===== config.mk =====
export PLATFORM = sky130hd
export DESIGN_NAME = cesu8_stream_validator
export DESIGN_NICKNAME = d
export VERILOG_FILES = /design/src/hdl/c8v_pkg.sv /design/src/hdl/c8v_check.sv /design/src/hdl/cesu8_stream_validator.sv
export SDC_FILE = /design/constraint.sdc
export NUM_CORES = 1
export LEC_CHECK = 0
export BUFFER_PORTS_ARGS = -buffer_cell sky130_fd_sc_hd__buf_2
export CAP_MARGIN = 10
export CORE_MARGIN = 2
export CORE_UTILIZATION = 39
export DETAILED_ROUTE_END_ITERATION = 10
export SLEW_MARGIN = 20
export SYNTH_ARGS = -nofsm -noshare
export SYNTH_HDL_FRONTEND = slang
export SYNTH_SLANG_ARGS = --single-unit

===== constraint.sdc =====
create_clock -name clk -period 2 [get_ports clk]
set_input_delay 0.1 -clock clk [delete_from_list [all_inputs] [get_ports clk]]
set_output_delay 0.1 -clock clk [all_outputs]
set_load 0.05 [all_outputs]

===== src/hdl/c8v_pkg.sv =====
// shared types, lookup tables and constants for the cesu-8 stream validator
`default_nettype none

package c8v_pkg;

	localparam int unsigned BYTE_W = 8;
	localparam int unsigned TAIL_W = 3;
	localparam int unsigned HIST_W = 3;

	localparam logic [3:0] NIB_ILLEGAL = 4'hF;
	localparam logic [3:0] NIB_THREE_BYTE = 4'hE;
	localparam logic [1:0] TOP_LEAD = 2'b11;

	localparam logic [TAIL_W-1:0] TAIL_NONE = 3'd0;
	localparam logic [TAIL_W-1:0] TAIL_LEAD = 3'd1;
	localparam logic [TAIL_W-1:0] TAIL_THREE = 3'd2;
	localparam logic [TAIL_W-1:0] TAIL_HS_CUR = 3'd3;
	localparam logic [TAIL_W-1:0] TAIL_HS_BACK1 = 3'd4;
	localparam logic [TAIL_W-1:0] TAIL_HS_BACK2 = 3'd5;

	localparam logic [2:0] MARK_BACK2 = 3'b100;
	localparam logic [2:0] MARK_BACK1 = 3'b010;
	localparam logic [2:0] MARK_CUR = 3'b001;

	localparam logic [BYTE_W-1:0] CUR_HI_TAB [16] = '{
		8'h33, 8'h33, 8'h33, 8'h33, 8'h33, 8'h33, 8'h33, 8'h33,
		8'h3C, 8'h3C, 8'h3C, 8'h3C, 8'h33, 8'h33, 8'h33, 8'h00
	};
	localparam logic [BYTE_W-1:0] BACK1_HI_TAB [16] = '{
		8'h14, 8'h14, 8'h14, 8'h14, 8'h14, 8'h14, 8'h14, 8'h14,
		8'h3A, 8'h3A, 8'h9A, 8'h5A, 8'h11, 8'h11, 8'h11, 8'h00
	};
	localparam logic [BYTE_W-1:0] BACK2_HI_TAB [16] = '{
		8'h05, 8'h05, 8'h05, 8'h05, 8'h05, 8'h05, 8'h05, 8'h05,
		8'h0D, 8'h0D, 8'h0D, 8'h0D, 8'h1D, 8'h0D, 8'hE7, 8'h00
	};
	localparam logic [BYTE_W-1:0] BACK2_LO_TAB [16] = '{
		8'h3F, 8'h1F, 8'h0F, 8'h0F, 8'h0F, 8'h0F, 8'h0F, 8'h0F,
		8'h0F, 8'h0F, 8'h0F, 8'h0F, 8'h0F, 8'hCF, 8'h0F, 8'h0F
	};

	typedef struct packed {
		logic                err;
		logic                hi_mark;
		logic [TAIL_W-1:0]   open_tail;
	} check_t;

endpackage

`default_nettype wire


===== src/hdl/c8v_check.sv =====
// per-byte nibble lookup check, surrogate pairing and tail length
`default_nettype none

module c8v_check (
	input  wire logic [c8v_pkg::BYTE_W-1:0] cur_byte,
	input  wire logic [c8v_pkg::BYTE_W-1:0] prev_byte,
	input  wire logic [c8v_pkg::BYTE_W-1:0] prev_prev_byte,
	input  wire logic [c8v_pkg::HIST_W-1:0] hs_hist,
	output c8v_pkg::check_t                 res
);

	logic [c8v_pkg::BYTE_W-1:0] r3;
	logic [c8v_pkg::BYTE_W-1:0] part;
	logic                       lo_mark;
	logic [2:0]                 marks;

	always_comb begin
		r3 = c8v_pkg::CUR_HI_TAB[cur_byte[7:4]];
		part = c8v_pkg::BACK1_HI_TAB[prev_byte[7:4]]
			& c8v_pkg::BACK2_HI_TAB[prev_prev_byte[7:4]]
			& c8v_pkg::BACK2_LO_TAB[prev_prev_byte[3:0]];
		res.hi_mark = part[7];
		lo_mark = part[6];
		res.err = ((part & r3) != '0)
			|| (cur_byte[7:4] == c8v_pkg::NIB_ILLEGAL)
			|| (hs_hist[2] != lo_mark);
		marks = {hs_hist[1], hs_hist[0], part[7]};
		if (marks == c8v_pkg::MARK_BACK2) begin
			res.open_tail = c8v_pkg::TAIL_HS_BACK2;
		end else if (marks == c8v_pkg::MARK_BACK1) begin
			res.open_tail = c8v_pkg::TAIL_HS_BACK1;
		end else if (marks == c8v_pkg::MARK_CUR) begin
			res.open_tail = c8v_pkg::TAIL_HS_CUR;
		end else if (prev_byte[7:4] == c8v_pkg::NIB_THREE_BYTE) begin
			res.open_tail = c8v_pkg::TAIL_THREE;
		end else if (cur_byte[7:6] == c8v_pkg::TOP_LEAD) begin
			res.open_tail = c8v_pkg::TAIL_LEAD;
		end else begin
			res.open_tail = c8v_pkg::TAIL_NONE;
		end
	end

endmodule

`default_nettype wire


===== src/hdl/cesu8_stream_validator.sv =====
// top level of the cesu-8 stream validator
//
// channel  dir  tdata (low bit up)                      tuser  tlast
// s_axis   in   data_byte[7:0]                          -      last_byte
// m_axis   out  stream_valid, open_tail[2:0], 4'b0      -      -
//
// one byte per cycle unless a last byte waits on a stalled result; a byte is
// registered, checked combinationally against the two bytes before it, and a
// result beat is registered on the last byte.
// reset clears the byte history, surrogate marks and the sticky error.
// a stalled result holds only the last byte of a stream; other bytes keep flowing.
`default_nettype none

module cesu8_stream_validator (
	input  wire logic       clk,
	input  wire logic       arst_n,
	input  wire logic       s_axis_tvalid,
	output logic            s_axis_tready,
	input  wire logic [7:0] s_axis_tdata,   // data_byte[7:0]
	input  wire logic       s_axis_tlast,   // last_byte
	output logic            m_axis_tvalid,
	input  wire logic       m_axis_tready,
	output logic [7:0]      m_axis_tdata    // stream_valid, open_tail[2:0], zero pad
);

	logic                             valid_s1;
	logic [c8v_pkg::BYTE_W-1:0]       byte_s1;
	logic                             last_s1;
	logic [c8v_pkg::BYTE_W-1:0]       prev_q;
	logic [c8v_pkg::BYTE_W-1:0]       prev_prev_q;
	logic [c8v_pkg::HIST_W-1:0]       hist_q;
	logic                             err_q;
	logic                             out_valid_q;
	logic                             stream_valid_q;
	logic [c8v_pkg::TAIL_W-1:0]       open_tail_q;
	logic                             out_free;
	logic                             advance;
	c8v_pkg::check_t                  chk;

	c8v_check u_check (
		.cur_byte       (byte_s1),
		.prev_byte      (prev_q),
		.prev_prev_byte (prev_prev_q),
		.hs_hist        (hist_q),
		.res            (chk)
	);

	assign out_free = !out_valid_q || m_axis_tready;
	assign advance = valid_s1 && (!last_s1 || out_free);
	assign s_axis_tready = !valid_s1 || advance;

	always_ff @(posedge clk or negedge arst_n) begin
		if (!arst_n) begin
			valid_s1 <= 1'b0;
		end else if (s_axis_tready) begin
			valid_s1 <= s_axis_tvalid;
		end
	end

	always_ff @(posedge clk) begin
		if (s_axis_tready && s_axis_tvalid) begin
			byte_s1 <= s_axis_tdata;
			last_s1 <= s_axis_tlast;
		end
	end

	// history and sticky error, cleared after the last byte of a stream
	always_ff @(posedge clk or negedge arst_n) begin
		if (!arst_n) begin
			prev_q <= '0;
			prev_prev_q <= '0;
			hist_q <= '0;
			err_q <= 1'b0;
		end else if (advance) begin
			if (last_s1) begin
				prev_q <= '0;
				prev_prev_q <= '0;
				hist_q <= '0;
				err_q <= 1'b0;
			end else begin
				prev_q <= byte_s1;
				prev_prev_q <= prev_q;
				hist_q <= {hist_q[c8v_pkg::HIST_W-2:0], chk.hi_mark};
				err_q <= err_q | chk.err;
			end
		end
	end

	always_ff @(posedge clk or negedge arst_n) begin
		if (!arst_n) begin
			out_valid_q <= 1'b0;
		end else if (out_free) begin
			out_valid_q <= advance && last_s1;
		end
	end

	always_ff @(posedge clk) begin
		if (advance && last_s1) begin
			stream_valid_q <= !(err_q | chk.err);
			open_tail_q <= chk.open_tail;
		end
	end

	assign m_axis_tvalid = out_valid_q;
	assign m_axis_tdata = {4'b0000, open_tail_q, stream_valid_q};

endmodule

`default_nettype wire


Word-level counts from Yosys, hierarchy flattened
Memory sizes are Yosys's and may differ from the RTL's. Cells that the tools add are included. Widths: inputs -> output; s select.

RAM bits: 0. Bits in registers: 35. Bits of input ports: 13. Output and inout bits: 10. ROM bits: 512. Logic and storage cells: 64. Bits in latches: 0. Memories kept: 4.

Add/subtract/negate cells: 0. Bitwise logic cells: 8. Reduce and logical (&&, ||, !) cells: 14. Eq/ne operators: 7. $lt $le $gt $ge: 4. Multipliers: 0. Muxes and demuxes: 16. Div/mod/pow operators: 0. Shift-type cells: 0.

Memory list: (name not given) (depth 16, width 8, read ports 1, clocked after memory_dff 0, wr ports 0, RTL line c8v_check.sv:19) `part = c8v_pkg::BACK1_HI_TAB[prev_byte[7:4]]`; (name not given) (depth 16, width 8, read ports 1, clocked after memory_dff 0, wr ports 0, RTL line c8v_check.sv:20) `& c8v_pkg::BACK2_HI_TAB[prev_prev_byte[7:4]]`; (name not given) (depth 16, width 8, read ports 1, clocked after memory_dff 0, wr ports 0, RTL line c8v_check.sv:18) `r3 = c8v_pkg::CUR_HI_TAB[cur_byte[7:4]];`; (name not given) (depth 16, width 8, read ports 1, clocked after memory_dff 0, wr ports 0, RTL line c8v_check.sv:21) `& c8v_pkg::BACK2_LO_TAB[prev_prev_byte[3:0]];`.

Operator list (number): $mux 8 (10); $and 8x8->8 (3); $ge 5x5->1 const B (4); $not 4->5 (4); $mux 3 (3); $eq 4x4->1 const B (2); $reduce_bool 8->1 (1); $logic_or 1x1->1 (5); $logic_not 1->1 (4); $eq 3x1->1 const B (1); $eq 3x2->1 const B (1); $eq 3x3->1 const B (1); $logic_and 1x1->1 (3); $mux 1 (3); $eq 2x2->1 const B (1); $reduce_or 2->1 (1); $ne 1x1->1 (1); $or 1x1->1 (1).

Logic depth before layout (Yosys ltp)
Depth in word-level cells: 12. Mapped depth: 6.

Modules after synthesis
A second synthesis with hierarchy kept.

Cells, all modules: 180. Area, all modules: 1908.1 sq um.

Modules (own cells, without submodules): cesu8_stream_validator (cells an instance 141, sequential area each 940.9 sq um, times used 1, area each 1636.6 sq um); c8v_check (cells an instance 39, sequential area each 0.0 sq um, times used 1, area each 271.5 sq um).

Least setup slack after synthesis
Ideal clock, no wire load.

Path kind: reg-to-reg. Start point: reg out_valid_q, in the netlist m_axis_tvalid. End point: reg byte_s1[0] in the netlist's numbering, enable pin. Path buffers: 0. Data arrival time: 1765 ps. Setup slack: -49 ps. Cell stages (with the launch flop): 3. Data required time: 1716 ps. Path through: dfrtp_1 nand4b_1 and2_1.

Word-level cells in the longest chain between the ends: 6.

RTL lines: from (decl) (RTL line cesu8_stream_validator.sv:33) `logic out_valid_q;`; from (signal assigned) (RTL line cesu8_stream_validator.sv:93) `out_valid_q <= advance && last_s1;`; $logic_not 1->1 (RTL line cesu8_stream_validator.sv:48) `assign out_free = !out_valid_q || m_axis_tready;`; $logic_or 1x1->1 (RTL line cesu8_stream_validator.sv:48); $logic_or 1x1->1 (RTL line cesu8_stream_validator.sv:49) `assign advance = valid_s1 && (!last_s1 || out_free);`; $logic_and 1x1->1 (RTL line cesu8_stream_validator.sv:49); $logic_or 1x1->1 (RTL line cesu8_stream_validator.sv:50) `assign s_axis_tready = !valid_s1 || advance;`; named net s_axis_tready (RTL line cesu8_stream_validator.sv:18) `output logic s_axis_tready,`; $logic_and 1x1->1 (RTL line cesu8_stream_validator.sv:61) `if (s_axis_tready && s_axis_tvalid) begin`; to (signal assigned) (RTL line cesu8_stream_validator.sv:62) `byte_s1 <= s_axis_tdata;`; to (decl) (RTL line cesu8_stream_validator.sv:27) `logic [c8v_pkg::BYTE_W-1:0] byte_s1;`.

The timed path passes the listed nets, and every way through them passes these cells. A chain may end at the register's enable or synchronous reset.

Worst setup path after layout
Start point: reg prev_prev_q[6] in the netlist's numbering. End point: reg open_tail_q[0] in the netlist's numbering, data pin.

Word-level cells in the longest chain between the ends: 9. Elaborated cells on any way between the ends: 11.

RTL lines: from (decl) (RTL line cesu8_stream_validator.sv:30) `logic [c8v_pkg::BYTE_W-1:0] prev_prev_q;`; from (signal assigned) (RTL line cesu8_stream_validator.sv:82) `prev_prev_q <= prev_q;`; $not 4->5 (implied by the code) * (RTL line c8v_check.sv:20); $mem_v2 16x8 *; $mux 8 (implied by the code) * (2 in a row) (RTL line c8v_check.sv:20); $and 8x8->8 * (RTL line c8v_check.sv:20); $and 8x8->8 * (RTL line c8v_check.sv:21); $eq 3x1->1 (RTL line c8v_check.sv:32) `end else if (marks == c8v_pkg::MARK_CUR) begin`; $mux 3 (RTL line c8v_check.sv:32); $mux 1 (RTL line c8v_check.sv:30) `end else if (marks == c8v_pkg::MARK_BACK1) begin`; to (signal assigned) (RTL line cesu8_stream_validator.sv:100) `open_tail_q <= chk.open_tail;`; to (decl) (RTL line cesu8_stream_validator.sv:35) `logic [c8v_pkg::TAIL_W-1:0] open_tail_q;`.

Every way passes the cells marked *; elsewhere a longest branch is shown, timed or not. The select of a mux whose other input is x is not followed.

==> impl_metrics.prom <==
# TYPE chip_impl_metric gauge
chip_impl_metric{name="worst_skew_pair_latency",unit="ns"} 0.29
chip_impl_metric{name="synthAdderAreaFrac",unit="%"} 0
chip_impl_metric{name="critical_path_buf_inv_count",unit=""} 1
chip_impl_metric{name="cp_max_fo",unit=""} 6
chip_impl_metric{name="vdd.ir_drop.worst",unit="V"} 0.000574
chip_impl_metric{name="cts_sinks",unit=""} 35
chip_impl_metric{name="post-route-worst-setup-slack",unit="ns"} 0.0743
chip_impl_metric{name="synthArstFlopShare",unit="%"} 62.9
chip_impl_metric{name="dp_hpwl",unit="um"} 2140
chip_impl_metric{name="die_x",unit="um"} 67.4
chip_impl_info{name="run_status",value="finished clean"} 1
chip_impl_metric{name="antenna_cells_inserted",unit=""} 0
chip_impl_metric{name="power_per_unit_of_standard_cell_area",unit="nW/um^2"} 878
chip_impl_info{name="cts_root_buffer",value="sky130_fd_sc_hd__clkbuf_8"} 1
chip_impl_metric{name="ys_ff_latch",unit=""} 35
chip_impl_info{name="synth.cells.most_frequent",value="sky130_fd_sc_hd__nand2_1, sky130_fd_sc_hd__dfrtp_1, sky130_fd_sc_hd__nand3_1"} 1
chip_impl_metric{name="power.share.sequential",unit="%"} 49.3
chip_impl_metric{name="global_route_wire_length_before_repair",unit="um"} 5690
chip_impl_metric{name="hold_ws",unit="ns"} 0.0106
chip_impl_metric{name="htreeDepth",unit=""} 2
chip_impl_metric{name="worst-endpoint-arrival",unit="ns"} 1.96
chip_impl_metric{name="synth_enable_flop_cells",unit=""} 13
chip_impl_metric{name="pre_cts_ws",unit="ns"} 0.0175
chip_impl_metric{name="postRouteAntennaNets",unit=""} 0
chip_impl_metric{name="globalRoute.totalOverflow",unit=""} 0
chip_impl_metric{name="grt_pass1_vias",unit=""} 1244
chip_impl_info{name="top_cells_by_area_in_the_synthesized_netlist",value="sky130_fd_sc_hd__dfrtp_1, sky130_fd_sc_hd__edfxtp_1, sky130_fd_sc_hd__nand2_1, sky130_fd_sc_hd__nand3_1, sky130_fd_sc_hd__buf_4"} 1
chip_impl_metric{name="p_int",unit="mW"} 1.28
chip_impl_metric{name="floorplan.core_area",unit="um^2"} 3940
chip_impl_metric{name="fin_skew",unit="ns"} 0.00335
chip_impl_info{name="synth_top_family_by_area",value="simple AND/OR/NAND/NOR gates"} 1
chip_impl_metric{name="final_critical_path_share_of_the_clock_period",unit="%"} 96.3
chip_impl_metric{name="fmax",unit="MHz"} 519
chip_impl_metric{name="area_growth_syn_to_fin",unit="%"} 24.5
chip_impl_metric{name="post_synth_mux_area_share",unit="%"} 0
chip_impl_metric{name="grt_antenna_before_repair",unit=""} 0
chip_impl_metric{name="crit_required",unit="ns"} 2.03
chip_impl_info{name="hp-class",value="in2reg"} 1
chip_impl_metric{name="portion_of_total_power_attributed_to_the_clock_network",unit="%"} 38.0
chip_impl_metric{name="post_synth_xor_area_fraction",unit="%"} 1.68
chip_impl_metric{name="synth_area",unit="um^2"} 1570
chip_impl_metric{name="fp.dieH",unit="um"} 67.4
chip_impl_metric{name="syn_avg_cell_area",unit="um^2"} 10.2
chip_impl_metric{name="layout.nets",unit=""} 199
chip_impl_metric{name="largest_stage_delay_on_the_critical_path",unit="ns"} 0.52
chip_impl_metric{name="finalSetupViolCount",unit=""} 0
chip_impl_metric{name="design.die.area",unit="um^2"} 4540
chip_impl_metric{name="simple_gate_share_of_the_synthesized_area",unit="%"} 26.4
chip_impl_info{name="cell_type_with_the_largest_total_area_after_synthesis",value="sky130_fd_sc_hd__dfrtp_1"} 1
chip_impl_metric{name="setup_tns",unit="ns"} 0
chip_impl_info{name="timing.critical_path.to_type",value="flip-flop"} 1
chip_impl_metric{name="routabilityCongestion",unit=""} 0.938
chip_impl_metric{name="drt_pass1_iterations",unit=""} 4
chip_impl_metric{name="synth.yosys.warnings",unit=""} 0
chip_impl_metric{name="floorplan.initialDensity",unit="%"} 39.7
chip_impl_info{name="worst_path_dominant_cell_family",value="simple AND/OR/NAND/NOR gates"} 1
chip_impl_info{name="timing_worst_setup_path_type",value="reg2reg"} 1
chip_impl_metric{name="drt_drc_violations_left",unit=""} 0
chip_impl_metric{name="max_cap_violations",unit=""} 0
chip_impl_metric{name="synth-seq-area-share",unit="%"} 60.1
chip_impl_metric{name="comb_power_share",unit="%"} 12.7
chip_impl_metric{name="final.min_clock_period",unit="ns"} 1.93
chip_impl_metric{name="routedWlPerCell",unit="um"} 13.5
chip_impl_metric{name="final_max_slew_viol_count",unit=""} 0
chip_impl_metric{name="pin_count_of_the_biggest_net_entering_global_routing",unit=""} 23
chip_impl_metric{name="viasPerCell",unit=""} 5.14
chip_impl_metric{name="rows",unit=""} 23
chip_impl_metric{name="power.share.switching",unit="%"} 25.1
chip_impl_info{name="post-synth-top-count-cell",value="sky130_fd_sc_hd__nand2_1"} 1
chip_impl_metric{name="track_usage",unit="%"} 17.4
chip_impl_metric{name="p_sw",unit="uW"} 430
chip_impl_metric{name="numCtsBuffers",unit=""} 5
chip_impl_metric{name="final_total_power",unit="mW"} 1.71
chip_impl_info{name="path_cells",value="nand2_1 > or4_4 > nor4_4 > buf_4 > xnor2_1 > a22oi_1"} 1
chip_impl_metric{name="clock_path_buffers",unit=""} 2
chip_impl_metric{name="synth_compound_gate_area_share",unit="%"} 6.95
chip_impl_metric{name="vias",unit=""} 1218
chip_impl_metric{name="port_buffers",unit=""} 18
chip_impl_metric{name="drive_above_1_share",unit="%"} 21.9
chip_impl_info{name="tritoncts",value="yes"} 1
chip_impl_metric{name="detail_route.iter0.violations",unit=""} 87
chip_impl_metric{name="synth_top_area_share",unit="%"} 35.1
chip_impl_metric{name="finalHoldViolations",unit=""} 0
chip_impl_metric{name="cell_count_after_synthesis",unit=""} 153
chip_impl_metric{name="leakage",unit="nW"} 0.903
chip_impl_info{name="ys.flop_type",value="sky130_fd_sc_hd__dfrtp_1"} 1
chip_impl_metric{name="totalWireLength",unit="um"} 3210
chip_impl_info{name="worst_setup_path_start_kind",value="flip-flop"} 1
chip_impl_info{name="cp_slowest_cell",value="sky130_fd_sc_hd__or4_4"} 1
chip_impl_metric{name="pin_count",unit=""} 23
chip_impl_metric{name="clk_pin_slew_worst_paths",unit="ns"} 0.07
chip_impl_metric{name="synth.lib_cells_used.distinct",unit=""} 34
[logic make-up (layout without fill, tap and decap cells)]
group / Yosys count / count (layout)
compound gates: 16 / 16
xor+xnor: 3 / 3
buf+inv: 14 / 45
flops: 35 / 35
other cells: 1 / 4
simple gates: 84 / 84
[through the flow]
step	instance area, um^2	cells	utilization [%]
after global placement	1710	217	43.4
after CTS	1930	236	49.1
after global routing	1950	237	49.5
after floorplan	1580	156	-
after detailed placement	1710	217	43.4
final	1950	237	49.5
[cells in the final DEF (no fill, tap or decap), drive strengths merged, types with 2 or more instances in the layout]
cell	n
nand3	22
dfrtp	22
xnor2	3
dlygate4sd3	10
a21oi	3
nor3	2
clkbuf	6
o21ai	3
nand2	44
a22oi	3
nand4b	2
nor2	2
buf	26
edfxtp	13
nand2b	2
and3	2
or4	2
conb	4
[sequential cells by signal (all words and copies together), names as in the netlist]
signal / flops
open_tail_q: 3
byte_s1: 8
prev_q: 8
hist_q: 3
valid_s1: 1
err_q: 1
last_s1: 1
stream_valid_q: 1
prev_prev_q: 8
m_axis_tvalid: 1
[worst reg2reg max path: stages (launching register included)]
cell and delay [ns]:
sky130_fd_sc_hd__dfrtp_1 0.40, sky130_fd_sc_hd__nand2_1 0.09, sky130_fd_sc_hd__or4_4 0.52, sky130_fd_sc_hd__nor4_4 0.28
sky130_fd_sc_hd__buf_4 0.18, sky130_fd_sc_hd__xnor2_1 0.12, sky130_fd_sc_hd__a22oi_1 0.08
[per-layer routing]
metal | track usage (%) | wire (um) | vias up
met5 | 0 | 0 | -
met4 | 7.65 | 54 | 0
met3 | 5.00 | 139 | 7
met2 | 28.8 | 1650 | 39
met1 | 21.0 | 1370 | 582
li1 | - | - | 590
[final cells by class]
class,instances,area (um^2)
clock inverter,2,35.0
sequential,35,942
multi-input combinational,107,574
tap,50,62.6
clock buffer,6,82.6
timing repair buffer,36,250
fill,357,1990
inverter,1,3.75
[path summary, 6_finish.rpt]
path	startpoint	end	slack, ns	depth (start not counted)
worst max register to register	prev_prev_q[6]$_DFFE_PN0P_	open_tail_q[0]$_SDFFCE_PN1P_	0.07	6
worst min register to register	prev_q[2]$_DFFE_PN0P_	prev_q[2]$_DFFE_PN0P_	0.48	2
min in group asynchronous	arst_n	hist_q[2]$_DFFE_PN0P_	0.30	2
worst min-delay path	s_axis_tvalid	valid_s1$_DFFE_PN0N_	0.01	2
worst max-delay path	prev_prev_q[6]$_DFFE_PN0P_	open_tail_q[0]$_SDFFCE_PN1P_	0.07	6
max in group asynchronous	arst_n	prev_q[7]$_DFFE_PN0P_	1.33	2
[power groups by stage]
stage                     Combinational [mW]  Clock, mW  Sequential (mW)
final                                  0.217      0.652            0.844
after global routing                   0.243      0.709            0.852
after CTS                              0.215      0.669            0.844
after detailed placement               0.199          0            0.859
after global placement                 0.193          0            0.855
after floorplan                        0.121          0            0.869
[repair_timing]
item	in CTS	in global routing
pin swaps	1	0
endpoints found under the hold margin	31	0
cloned	0	0
gates resized for setup	0	2
endpoints found under the setup margin	1	2
buffers inserted	1	1
hold buffers	10	0
(Power assumes the default switching activity.)
